$ cat config.mk
export PLATFORM = sky130hd
export DESIGN_NAME = haptic_alarm_pattern_sequencer
export DESIGN_NICKNAME = d
export VERILOG_FILES = /design/src/sv/haps_pkg.sv /design/src/sv/haptic_alarm_pattern_sequencer.sv
export VERILOG_INCLUDE_DIRS = /design/src /design/src/sv
export SDC_FILE = /design/constraint.sdc
export NUM_CORES = 1
export LEC_CHECK = 0
export ABC_AREA = 0
export BUFFER_PORTS_ARGS = -buffer_cell sky130_fd_sc_hd__buf_2
export CAP_MARGIN = 0
export CELL_PAD_IN_SITES_DETAIL_PLACEMENT = 1
export CELL_PAD_IN_SITES_GLOBAL_PLACEMENT = 1
export CORE_ASPECT_RATIO = 1.2
export CORE_UTILIZATION = 43
export CTS_CLUSTER_DIAMETER = 50
export DETAILED_ROUTE_END_ITERATION = 10
export PLACE_DENSITY = 0.8
export SLEW_MARGIN = 20
export SYNTH_ARGS = -nofsm -noshare
export SYNTH_HDL_FRONTEND = slang
export SYNTH_SLANG_ARGS = --single-unit
$ cat constraint.sdc
create_clock -name clk -period 4.9 [get_ports clk]
set_input_delay 0.49 -clock clk [delete_from_list [all_inputs] [get_ports clk]]
set_output_delay 0.49 -clock clk [all_outputs]
set_load 0.005 [all_outputs]
$ cat src/sv/haptic_alarm_pattern_sequencer_macros.svh
// assertion macros for the haptic alarm pattern sequencer
`ifndef HAPTIC_ALARM_PATTERN_SEQUENCER_MACROS_SVH
`define HAPTIC_ALARM_PATTERN_SEQUENCER_MACROS_SVH

// same-cycle implication, checked outside reset
`define HAPS_ASSERT_NOW(label, ante, cons, msg) \
  label: assert property (@(posedge clk) disable iff (rst) (ante) |-> (cons)) else $error(msg);

// next-cycle implication, checked outside reset
`define HAPS_ASSERT_NEXT(label, ante, cons, msg) \
  label: assert property (@(posedge clk) disable iff (rst) (ante) |=> (cons)) else $error(msg);

`endif

$ cat src/sv/haps_pkg.sv
// shared types, codes and pattern tables of the haptic alarm pattern sequencer
package haps_pkg;

  typedef enum logic [1:0] {
    OP_TICK    = 2'd0,
    OP_TRIGGER = 2'd1,
    OP_ACK     = 2'd2
  } op_t;

  typedef enum logic [1:0] {
    REG_DUTY_DRIFT    = 2'd0,
    REG_DUTY_NEAR     = 2'd1,
    REG_DUTY_CRITICAL = 2'd2,
    REG_TICK_MS       = 2'd3
  } reg_idx_t;

  localparam logic [1:0] LVL_NONE     = 2'd0;
  localparam logic [1:0] LVL_DRIFT    = 2'd1;
  localparam logic [1:0] LVL_NEAR     = 2'd2;
  localparam logic [1:0] LVL_CRITICAL = 2'd3;

  localparam logic [8:0] DUTY_DRIFT_RST    = 9'd249;
  localparam logic [8:0] DUTY_NEAR_RST     = 9'd374;
  localparam logic [8:0] DUTY_CRITICAL_RST = 9'd494;
  localparam logic [6:0] TICK_MS_RST       = 7'd5;

  // step duration in ms for a level and step
  function automatic logic [9:0] step_ms(input logic [1:0] level, input logic [2:0] idx);
    logic [9:0] ms;
    ms = '0;
    case (level)
      LVL_DRIFT: begin
        case (idx)
          3'd0:    ms = 10'd200;
          3'd1:    ms = 10'd800;
          default: ms = '0;
        endcase
      end
      LVL_NEAR: begin
        case (idx)
          3'd0, 3'd1, 3'd2: ms = 10'd150;
          3'd3:             ms = 10'd550;
          default:          ms = '0;
        endcase
      end
      LVL_CRITICAL: begin
        case (idx)
          3'd0, 3'd1, 3'd2, 3'd3, 3'd4: ms = 10'd100;
          3'd5:                         ms = 10'd500;
          default:                      ms = '0;
        endcase
      end
      default: ms = '0;
    endcase
    return ms;
  endfunction

  // even steps run the motor, odd steps are pauses
  function automatic logic step_on(input logic [1:0] level, input logic [2:0] idx);
    logic on;
    on = 1'b0;
    case (level)
      LVL_DRIFT:    on = (idx == 3'd0);
      LVL_NEAR:     on = (idx == 3'd0) || (idx == 3'd2);
      LVL_CRITICAL: on = (idx == 3'd0) || (idx == 3'd2) || (idx == 3'd4);
      default:      on = 1'b0;
    endcase
    return on;
  endfunction

  function automatic logic [2:0] pattern_len(input logic [1:0] level);
    logic [2:0] len;
    case (level)
      LVL_DRIFT:    len = 3'd2;
      LVL_NEAR:     len = 3'd4;
      LVL_CRITICAL: len = 3'd6;
      default:      len = 3'd0;
    endcase
    return len;
  endfunction

endpackage

$ cat src/sv/haptic_alarm_pattern_sequencer.sv
// haptic alarm pattern sequencer: event-driven motor pattern player with apb registers
// the result of an accepted beat is registered; the master side sees it the next cycle
// throughput: one beat per cycle, m_tready permitting; result register frees when taken
// the pattern state update and the result are computed in one pass from the input beat
// reset (rst, synchronous, active high) clears level, snooze, step, time and motor,
// empties the result register and reloads the duty and tick registers with defaults
`include "haptic_alarm_pattern_sequencer_macros.svh"

module haptic_alarm_pattern_sequencer
  import haps_pkg::*;
(
  input  logic        clk,
  input  logic        rst,
  // input stream
  input  logic        s_tvalid,
  output logic        s_tready,
  input  logic [7:0]  s_tdata,   // [1:0] alarm_level, [7:2] zero
  input  logic [1:0]  s_tuser,   // [1:0] opcode
  // result stream
  output logic        m_tvalid,
  input  logic        m_tready,
  output logic [15:0] m_tdata,   // [0] motor_run, [9:1] pwm_compare, [10] pattern_active,
                                 // [12:11] playing_level, [15:13] zero
  // configuration port
  input  logic        psel,
  input  logic        penable,
  input  logic        pwrite,
  input  logic [3:0]  paddr,
  input  logic [31:0] pwdata,
  output logic [31:0] prdata,
  output logic        pready
);

  logic [8:0] duty_drift;
  logic [8:0] duty_near;
  logic [8:0] duty_critical;
  logic [6:0] tick_ms;

  logic [1:0] current_level, current_level_next;
  logic [1:0] snoozed_level, snoozed_level_next;
  logic [2:0] step_index, step_index_next;
  logic [9:0] remaining_ms, remaining_ms_next;
  logic       motor_running, motor_running_next;

  logic        out_valid;
  logic [15:0] out_data;
  logic [15:0] out_data_next;

  logic       accept;
  logic       cfg_write;
  reg_idx_t   cfg_idx;
  op_t        op;
  logic [1:0] lvl;
  logic       finished;
  logic [2:0] step_inc;
  logic       active_next;
  logic [8:0] duty_sel;
  logic [8:0] pwm_next;

  assign pready    = 1'b1;
  assign cfg_write = psel && penable && pwrite && pready;
  assign cfg_idx   = reg_idx_t'(paddr[3:2]);

  always_ff @(posedge clk) begin
    if (rst) begin
      duty_drift    <= DUTY_DRIFT_RST;
      duty_near     <= DUTY_NEAR_RST;
      duty_critical <= DUTY_CRITICAL_RST;
      tick_ms       <= TICK_MS_RST;
    end else if (cfg_write) begin
      case (cfg_idx)
        REG_DUTY_DRIFT:    duty_drift    <= pwdata[8:0];
        REG_DUTY_NEAR:     duty_near     <= pwdata[8:0];
        REG_DUTY_CRITICAL: duty_critical <= pwdata[8:0];
        REG_TICK_MS:       tick_ms       <= pwdata[6:0];
        default: ;
      endcase
    end
  end

  always_comb begin
    prdata = '0;
    case (cfg_idx)
      REG_DUTY_DRIFT:    prdata = {23'd0, duty_drift};
      REG_DUTY_NEAR:     prdata = {23'd0, duty_near};
      REG_DUTY_CRITICAL: prdata = {23'd0, duty_critical};
      REG_TICK_MS:       prdata = {25'd0, tick_ms};
      default:           prdata = '0;
    endcase
  end

  assign s_tready = !out_valid || m_tready;
  assign accept   = s_tvalid && s_tready;
  assign op       = op_t'(s_tuser);
  assign lvl      = s_tdata[1:0];
  assign finished = (step_index >= pattern_len(current_level));
  assign step_inc = step_index + 3'd1;

  always_comb begin
    current_level_next = current_level;
    snoozed_level_next = snoozed_level;
    step_index_next    = step_index;
    remaining_ms_next  = remaining_ms;
    motor_running_next = motor_running;
    case (op)
      OP_TICK: begin
        if (current_level != LVL_NONE && !finished) begin
          if (remaining_ms > {3'd0, tick_ms}) begin
            remaining_ms_next = remaining_ms - {3'd0, tick_ms};
          end else begin
            step_index_next = step_inc;
            if (step_inc >= pattern_len(current_level)) begin
              motor_running_next = 1'b0;
            end else begin
              remaining_ms_next  = step_ms(current_level, step_inc);
              motor_running_next = step_on(current_level, step_inc);
            end
          end
        end
      end
      OP_TRIGGER: begin
        if (lvl == LVL_NONE) begin
          snoozed_level_next = LVL_NONE;
          current_level_next = LVL_NONE;
          step_index_next    = '0;
          remaining_ms_next  = '0;
          motor_running_next = 1'b0;
        end else if (lvl == snoozed_level) begin
          // silenced at this level
        end else if (lvl != current_level || finished) begin
          if (lvl != current_level) begin
            snoozed_level_next = LVL_NONE;
          end
          current_level_next = lvl;
          step_index_next    = '0;
          remaining_ms_next  = step_ms(lvl, 3'd0);
          motor_running_next = step_on(lvl, 3'd0);
        end
      end
      OP_ACK: begin
        snoozed_level_next = current_level;
        current_level_next = LVL_NONE;
        step_index_next    = '0;
        remaining_ms_next  = '0;
        motor_running_next = 1'b0;
      end
      default: ;
    endcase
  end

  always_comb begin
    case (current_level_next)
      LVL_DRIFT:    duty_sel = duty_drift;
      LVL_NEAR:     duty_sel = duty_near;
      LVL_CRITICAL: duty_sel = duty_critical;
      default:      duty_sel = '0;
    endcase
  end

  assign pwm_next    = motor_running_next ? duty_sel : 9'd0;
  assign active_next = (current_level_next != LVL_NONE) &&
                       (step_index_next < pattern_len(current_level_next));
  assign out_data_next = {3'd0, current_level_next, active_next, pwm_next,
                          motor_running_next};

  always_ff @(posedge clk) begin
    if (rst) begin
      current_level <= LVL_NONE;
      snoozed_level <= LVL_NONE;
      step_index    <= '0;
      remaining_ms  <= '0;
      motor_running <= 1'b0;
      out_valid     <= 1'b0;
    end else begin
      if (accept) begin
        current_level <= current_level_next;
        snoozed_level <= snoozed_level_next;
        step_index    <= step_index_next;
        remaining_ms  <= remaining_ms_next;
        motor_running <= motor_running_next;
        out_valid     <= 1'b1;
      end else if (m_tready) begin
        out_valid <= 1'b0;
      end
    end
  end

  always_ff @(posedge clk) begin
    if (accept) begin
      out_data <= out_data_next;
    end
  end

  assign m_tvalid = out_valid;
  assign m_tdata  = out_data;

  `HAPS_ASSERT_NOW(a_motor_needs_level, motor_running, current_level != LVL_NONE, "motor runs with no level")
  `HAPS_ASSERT_NOW(a_snooze_excludes_play, snoozed_level != LVL_NONE, current_level == LVL_NONE, "snoozed while a level plays")
  `HAPS_ASSERT_NOW(a_motor_within_pattern, motor_running, !finished, "motor runs past the pattern end")
  `HAPS_ASSERT_NEXT(a_idle_tick_holds, accept && op == OP_TICK && (current_level == LVL_NONE || finished), $stable(step_index) && $stable(remaining_ms) && $stable(motor_running), "tick changed an idle pattern")

endmodule
# Word level (Yosys, flattened, before mapping)
# Index checks and enable logic that the tools add are counted.
# word_totals
register_bits	66
input_bits	53
# classes
add_sub_neg	2
magnitude_cmp	4
eq_ne	26
n_mux	45
n_reduce_logical	29
# ops
cell	count
$pmux W32 S4	1
$mux W10	6
$pmux W10 S3	2
$pmux W10 S2	2
$pmux W3 S3	3
$pmux W9 S3	1
$mux W3	8
$pmux W8 S3	1
$eq A2 B2 Y1 const B	9
$pmux W9 S2	1
$mux W2	7
$ne A3 B3 Y1 const B	4
$eq A2 B1 Y1 const B	5
$gt A10 B7 Y1	1
$sub A10 B7 Y10	1
$mux W1	9
$pmux W2 S2	2
$reduce_and A2 Y1	4
$reduce_bool A2 Y1	4
$eq A3 B2 Y1 const B	2
$eq A3 B3 Y1 const B	2
$ge A3 B3 Y1	2
$logic_not A2 Y1	3
$pmux W1 S3	2
15 further kinds	24

# Logic depth before layout (Yosys ltp)
# Gate-level depths: netlist of the first run.
# depth
depth_word	12
ltp_mapped	13
mapped_depth_nobuf	13

# Worst setup path after synthesis of the first run
# No wires, ideal clock.
# synth_path
path_type	reg-to-reg
from	register tick_ms[5]
to	register out_data[10], in the netlist m_tdata[10] (data pin)
setup_ns	0.255
arrival_ns	2.614
slack_ns	2.031
path_stages_with_launch	14
path_buffers	1
synth_period_minus_slack_ns	2.869
path_cell_list	dfxtp_1 -> inv_1 -> ha_1 -> buf_2 -> nand4b_4 -> or4_4 -> o31ai_4 -> nand3_2 -> a211o_1 -> a21o_1 -> ha_1 -> a21oi_1 -> a31oi_1 -> nor2_1
# synth_via
elab_chain_cells	6
# synth_rtl
item	line_no	rtl
from (decl)	haptic_alarm_pattern_sequencer.sv:37	logic [6:0] tick_ms;
from (signal assigned)	haptic_alarm_pattern_sequencer.sv:75	REG_TICK_MS: tick_ms <= pwdata[6:0];
$gt A10 B7 Y1	haptic_alarm_pattern_sequencer.sv:108	if (remaining_ms > {3'd0, tick_ms}) begin
$mux W3	haptic_alarm_pattern_sequencer.sv:108	
$mux W3	haptic_alarm_pattern_sequencer.sv:107	if (current_level != LVL_NONE && !finished) begin
$pmux W3 S3	haptic_alarm_pattern_sequencer.sv:105	case (op)
via step_index_next[2]	haptic_alarm_pattern_sequencer.sv:41	logic [2:0] step_index, step_index_next;
$lt A3 B3 Y1	haptic_alarm_pattern_sequencer.sv:162	(step_index_next < pattern_len(current_level_next));
$logic_and A1 B1 Y1	haptic_alarm_pattern_sequencer.sv:161	assign active_next = (current_level_next != LVL_NONE) &&
via active_next	haptic_alarm_pattern_sequencer.sv:56	logic active_next;
to (signal assigned)	haptic_alarm_pattern_sequencer.sv:190	out_data <= out_data_next;
to (decl)	haptic_alarm_pattern_sequencer.sv:46	logic [15:0] out_data;
# The timed path passes the listed nets, and every way through them passes these cells.
# A chain may end at the register's enable or synchronous reset.

# Worst setup path in the final report of the first run
# Same ends and word-level chain as after synthesis.

==> results.md, run 1 <==
* Worst EP arrival at 3.52 ns
* Fin crit share at 0.698
* Min-delay src: s_tvalid
* Final RePlAce weighted congestion at 0.839
* Buffers added on ports at 45
* Clock Path Buffers at 2
* Commonest non-fill, non-tap cell in the layout: dfxtp_1
* Worst skew pair latency at roughly 0.34 ns
* Worst setup SP type: flip-flop
* Clk pwr share at 0.401
* Nets at 611
* Max stage delay on crit path at between 0.7 and 0.8 ns
* Ant diodes at 0
* RR Endpoint: m_tdata[10]
* Layout cells sized above 1 at 0.181
* Worst Setup End Kind: flip-flop
* FF-to-FF setup slack at about 1.5 ns
* Worst IR Drop VDD at ~0.00014 V
* Final HPWL DP at 9.22 mm
* Endpoints failing setup at 0
* Warnings from Yosys at 0
* Power Internal at around 1.1 mW
* Die X at ~96 um
* Register area share after synthesis at 0.318
* Skew final at between 0.009 and 0.01 ns
* CP Cell Sequence: inv_1, ha_1, a21oi_1, nor2b_1, o31ai_4, nand3_2, a211o_1, a21o_1, ha_1, a21oi_1, a31oi_1, nor2_1
* Mean Syn Cell Area at 9.06 um2
* Hold Path End: m_tvalid
* Num rows at 40
* Reg power frac at 0.369
* Total track usage at 0.241
* DRC viols at 0
* PwrDens at between 300 and 400 mW/mm2
* First DRT Iteration DRCs at between 150 and 200
* IO Pins at between 100 and 150
* Antenna viol nets, final at 0
* Psw at 0.502 mW
* Synthesized area at roughly 0.0046 mm2
* Die span in y at around 110 um
* Core area at about 0.010 mm2
* Clk pin slew, worst setup/hold paths at about 0.060 ns
* Async SR Flop Fraction at 0
* Pin count of the biggest net entering global routing at 37
* First-pass GRT wire length at between 20 and 25 mm
* Max_cap viols at 0
* Worst EP required at around 5.0 ns
* Drt pass-1 iters at 4
* Via count at slightly below 4000
* Vias in the first global route at 3996
* CP Class: reg2reg
* Final slew viol count at 0
* Reg-to-Reg Start: tick_ms[5]
* Total Routed Length at around 13 mm
* Leakage power at approximately 2 nW
* CP max stage cell: o31ai_4
* Vias per cell at approximately 5.8
* Antenna violations before repair at 0
* Setup bufs post-CTS at 0
* TritonCTS clock tree: yes
* Power Total at between 1.5 and 2 mW
* Number of synthesized flops with an enable pin at 13
* Hold path cells at 3
* Relative slew margins at 0.294
* Top_reg_cell synth: dfxtp_1
* Routed wire per std cell at 19.0 um
* Final hold violation count at 0
* Min Clock Period, post-route at 3.42 ns
* H-tree Lvls at 3
* Root Buffer: clkbuf_16
* Critical Path Fanout Max at 15
* Net Sw Frac at 0.311
* # hold bufs at CTS at 0
* Fmax at 0.292 GHz
* CTS-repair resized insts at 0
* Combinational cell fraction of total power at 0.230
* Seq cells post-synth at 66
* Distinct cells, synth at 76
* Die Area at roughly 0.011 mm2
* Commonest non-fill, non-tap cells in the layout: dfxtp_1 (53), nor2_1 (47), buf_2 (45)
* Initial Utilization at 0.449
* Register-to-Register Path Depth at 12
* RSZ-0062 raised after global routing: false
* Setup TNS at 0 ns
* Gr ovfl total at 0
* Layout area overhead at 9.88%
* Syn Inst Count at approximately 500
* Total clock buffers created by CTS at 9
* Clock sink count at 66
* Slew at the pin with the worst max-slew slack at roughly 1.1 ns
* Outcome: finished clean
* Hold Path Class: in2reg
## critical path, delay by kind of cell (launching register included)
family,cells,cell delay (ns)
simple gates,3,0.39
compound gates,6,1.68
fa+ha+maj,2,0.68
buf+inv,1,0.07
flops,1,0.37
## synth_stat cells, types with 5 or more instances
library cell | number | area share
dfxtp_1 | 53 | 0.23
nor2_1 | 47 | 0.039
mux2i_1 | 39 | 0.086
nand2_1 | 38 | 0.031
buf_4 | 28 | 0.046
ha_1 | 25 | 0.069
inv_1 | 25 | 0.021
a21oi_1 | 22 | 0.024
nand3_1 | 14 | 0.015
edfxtp_1 | 13 | 0.086
nand2b_1 | 12 | 0.016
a22oi_1 | 11 | 0.018
clkbuf_1 | 11 | 0.0091
nor3_1 | 11 | 0.012
mux2_2 | 9 | 0.022
o21ai_0 | 9 | 0.0099
a211oi_1 | 7 | 0.012
a31oi_1 | 7 | 0.0096
buf_1 | 7 | 0.0058
mux4_2 | 7 | 0.035
a21o_1 | 5 | 0.0082
buf_2 | 5 | 0.0055
nor2b_1 | 5 | 0.0069
xor2_1 | 5 | 0.0096
## per-stage QoR
step	hold WS, ns	std cells	instance area [um2]	util	setup slack (ns)
3_5_place_dp	0.484	647	4720	0.465	1.52
5_1_grt	0.424	663	5010	0.493	1.27
3_3_place_gp	0.460	647	4720	0.465	1.58
4_1_cts	0.394	663	5010	0.493	1.51
2_1_floorplan	0.450	528	4650	-	2.03
6_report	0.404	663	5010	0.493	1.48
## how the worst max path moves through the flow
stage | from | end | slack (ns)
2_1_floorplan | tick_ms[5] | m_tdata[10] | 2.03
3_3_place_gp | tick_ms[5] | m_tdata[10] | 1.58
3_5_place_dp | s_tuser[0] | m_tdata[6] | 1.52
4_1_cts | tick_ms[5] | m_tdata[10] | 1.51
5_1_grt | tick_ms[5] | m_tdata[10] | 1.27
6_report | tick_ms[5] | m_tdata[10] | 1.48
## cells by family (layout without fill, tap and decap cells)
logic type                 count (synthesis)  in the layout  share of synthesized area
AOI/OAI and AO/OA                         98             98                      0.163
xor gates and xnor gates                   9              9                     0.0189
adders and majority gates                 26             26                     0.0730
buffers and inverters                     84             93                     0.0999
DFF                                       66             66                      0.318
muxes                                     55             55                      0.142
other                                      2             27                    0.00165
and+or+nand+nor                          163            163                      0.183
## per-layer routing
layer	wire [um]	GRT usage
met1	5130	0.262
met3	512	0.0516
met4	393	0.111
met5	0	0
met2	6540	0.440
## layout make-up
| type | count | area (um2) |
|---|---|---|
| inverters | 28 | 105 |
| flip-flops and latches | 66 | 1450 |
| multi-input cells | 378 | 2750 |
| fillers | 1221 | 5150 |
| well taps | 126 | 158 |
| clock inverters | 4 | 52.6 |
| clock buffers | 12 | 236 |
| repair buffers | 49 | 255 |
## flip-flops by register name, indices dropped and copies added, names as in the netlist
signal	flops
m_tdata	13
current_level	2
step_index	3
duty_critical	9
duty_drift	9
tick_ms	7
m_tvalid	1
motor_running	1
remaining_ms	10
duty_near	9
snoozed_level	2
## power groups by stage
stage	combinational [mW]	sequential (mW)	clock, mW
after global routing	0.406	0.599	0.677
final	0.372	0.596	0.647
after detailed placement	0.364	0.607	0
after floorplan	0.299	0.599	0
after global placement	0.350	0.605	0
after CTS	0.369	0.596	0.654
Power figures use the tool's default switching activity.
==> run 2, diff against run 1 <==
--- a/config.mk
+++ b/config.mk
@@ -12,10 +12,10 @@
 export CELL_PAD_IN_SITES_DETAIL_PLACEMENT = 1
 export CELL_PAD_IN_SITES_GLOBAL_PLACEMENT = 1
 export CORE_ASPECT_RATIO = 1.2
-export CORE_UTILIZATION = 43
+export CORE_UTILIZATION = 37
 export CTS_CLUSTER_DIAMETER = 50
 export DETAILED_ROUTE_END_ITERATION = 10
-export PLACE_DENSITY = 0.8
+export PLACE_DENSITY = 0.73
 export SLEW_MARGIN = 20
 export SYNTH_ARGS = -nofsm -noshare
 export SYNTH_HDL_FRONTEND = slang
==> constraint.sdc (replaced) <==
create_clock -name clk -period 2.8 [get_ports clk]
set_input_delay 0.28 -clock clk [delete_from_list [all_inputs] [get_ports clk]]
set_output_delay 0.28 -clock clk [all_outputs]
set_load 0.005 [all_outputs]
==> run 2 against run 1 <==
The flow now finishes with violations (setup timing). Flip-flop and latch count is the same. Sequential share of layout area shrank 2.5 points. Wire length grew 6.6%. Fmax grew 22%. Critical path type unchanged. Critical path depth is the same. Combinational power grew 110%. Largest power group unchanged.
==> results.md, run 2 (synthesized netlist as in run 1, its figures left out) <==
* Worst IR Drop VDD at 0.000269 V (+88%)
* Layout cells sized above 1 at 0.280 (+0.0996)
* Violated checks: setup timing
* Clk pwr share at 0.408 (+0.007)
* TritonCTS clock tree: yes
* WP buf/inv at 1 (unchanged)
* Vias per cell at 5.44 (-6.8%)
* Max reg flops at 13 (unchanged)
* Final slew viol count at 0 (unchanged)
* Fmax at 0.356 GHz (+22%)
* DRC viols at 0 (unchanged)
* Max stage delay on crit path at 0.54 ns (-0.22 ns)
* RSZ-0062 raised after global routing: true
* Final RePlAce weighted congestion at 0.875 (+4.2%)
* Slew at the pin with the worst max-slew slack at 0.782 ns (-0.273 ns)
* Ant diodes at 0 (unchanged)
* Worst setup startpoint: tick_ms[3]
* Drt pass-1 iters at 4 (unchanged)
* Num rows at 44 (+10%)
* Top delay family on crit path: simple AND/OR/NAND/NOR gates
* Clock Path Buffers at 2 (unchanged)
* Routed wire per std cell at 18.1 um (-4.4%)
* Dpl cells at 720 (+11%)
* IO Pins at 104 (unchanged)
* Nets at 652 (+6.7%)
* # hold bufs at CTS at 0 (unchanged)
* Post-place instance area at 0.00506 mm2 (+7.2%)
* Net Sw Frac at 0.304 (-0.00629)
* Worst Setup End Kind: flip-flop
* Most used cell along the critical path: ha_4
* Combinational cell fraction of total power at 0.255 (+0.025)
* Final HPWL DP at 9.84 mm (+6.7%)
* CP Cell Sequence: inv_2, ha_4, nand4_1, or4_4, o31ai_4, nand3_2, a211o_1, a21o_1, ha_4, a21oi_2, a31oi_1, nor2_1
* Vias in the first global route at 4248 (+6.3%)
* Outcome: complete, but fails checks
* Total clock buffers created by CTS at 9 (unchanged)
* Die Area at 0.0128 mm2 (+16%)
* Worst skew pair latency at 0.34 ns (about the same)
* First DRT Iteration DRCs at 186 (+13%)
* Via count at 4019 (+3.9%)
* Max_cap viols at 0 (unchanged)
* Commonest non-fill, non-tap cell in the layout: dfxtp_1
* Root Buffer: clkbuf_16
* Final hold violation count at 0 (unchanged)
* Min Clock Period, post-route at 2.81 ns (-0.615 ns)
* Core area at 0.0121 mm2 (+19%)
* Power Total at 3.08 mW (+90%)
* Clk pin slew, worst setup/hold paths at 0.06 ns (about the same)
* Die span in y at 124 um (+7.7%)
* Worst EP required at 2.90 ns (-2.09 ns)
* Pin count of the biggest net entering global routing at 25 (-32%)
* Buffers added on ports at 45 (unchanged)
* Total track usage at 0.224 (-0.0170)
* PwrDens at 557 mW/mm2 (+73%)
* Skew final at 0.00318 ns (-0.00647 ns)
* Antenna violations before repair at 0 (unchanged)
* Critical Path Fanout Max at 2 (-13)
* Fin crit share at 1.00 (+0.304)
* Clock sink count at 66 (unchanged)
* Power Internal at 2.14 mW (+92%)
* H-tree Lvls at 3 (unchanged)
* Worst EP arrival at 2.90 ns (-0.62 ns)
* First-pass GRT wire length at 21.5 mm (+6.7%)
* Layout area overhead at 21.1%
* CP Class: reg2reg
* Antenna viol nets, final at 0 (unchanged)
* Hold Path Class: in2reg
* Reg-to-Reg Start: tick_ms[3]
* Initial Utilization at 0.378 (-0.0706)
* Total Routed Length at 13.4 mm (+6.6%)
* Final Instance Area at 0.00552 mm2 (+10%)
* PnR worst setup slack at -0.00645 ns (-1.48 ns)
* CP max stage cell: or4_4
* Reg power frac at 0.337 (-0.032)
* Finished Layout Cells at 739 (+11%)
* Gr ovfl total at 0 (unchanged)
* Psw at 0.936 mW (+87%)
* Die X at 103 um (+7.6%)
* Commonest non-fill, non-tap cells in the layout: dfxtp_1 (47), nor2_1 (46), buf_2 (45)
* Endpoints failing setup at 1 (+1)
* Min-delay src: s_tvalid
* Worst setup SP type: flip-flop
* Relative slew margins at 0.465 (+0.172)
* Leakage power at 2.22 nW (+11%)
## run 2: final cells by class
class | count | area (um2)
fillers | 1404 | 6540
clock buffers | 9 | 225
inverters | 28 | 105
well taps | 161 | 201
flip-flops and latches | 66 | 1460
clock inverters | 7 | 101
multi-input cells | 378 | 2850
repair buffers | 90 | 576
## run 2: through the flow
step	hold slack [ns]	TNS, ns	util	setup WS [ns]
detailed placement	0.478	-0.0747	0.420	-0.0747
CTS	0.188	0	0.451	0.00644
global route	0.195	-0.141	0.458	-0.106
global placement	0.469	-0.00603	0.420	-0.00603
floorplan	0.405	0	-	0.0257
finish	0.189	-0.00645	0.458	-0.00645
## run 2: worst min-delay path, delay by kind of cell
| kind | cells | cell delay (ns) |
|---|---|---|
| AOI/OAI and AO/OA | 1 | 0.05 |
| buffers and inverters | 2 | 0.14 |
## run 2: routing by layer
metal / part of all wire / GRT usage / vias to the layer above
met5: 0 / 0 / -
met4: 0.028 / 0.0915 / 0
met3: 0.033 / 0.0376 / 25
met2: 0.53 / 0.425 / 99
met1: 0.41 / 0.244 / 1982
li1: - / - / 1913
## run 2: path summary, 6_finish.rpt
kind | end | slack, ns | depth (start not counted)
worst max-delay path | m_tdata[10] | -0.006 | 12
worst min-delay path | m_tvalid | 0.19 | 3
worst max register to register | m_tdata[10] | -0.006 | 12
worst min register to register | remaining_ms[0] | 0.49 | 2
## run 2: power by group through the flow
stage / clock, mW / combinational (mW) / sequential (mW)
floorplan: 0 / 0.526 / 1.05
global placement: 0 / 0.733 / 1.05
detailed placement: 0 / 0.752 / 1.05
CTS: 1.26 / 0.773 / 1.03
global route: 1.31 / 0.858 / 1.04
finish: 1.25 / 0.785 / 1.04
## run 2: repair_timing
item,CTS,global route
endpoints found under the setup margin,2,12
pin swaps,4,9
setup buffers,1,2
gates resized for setup,8,14
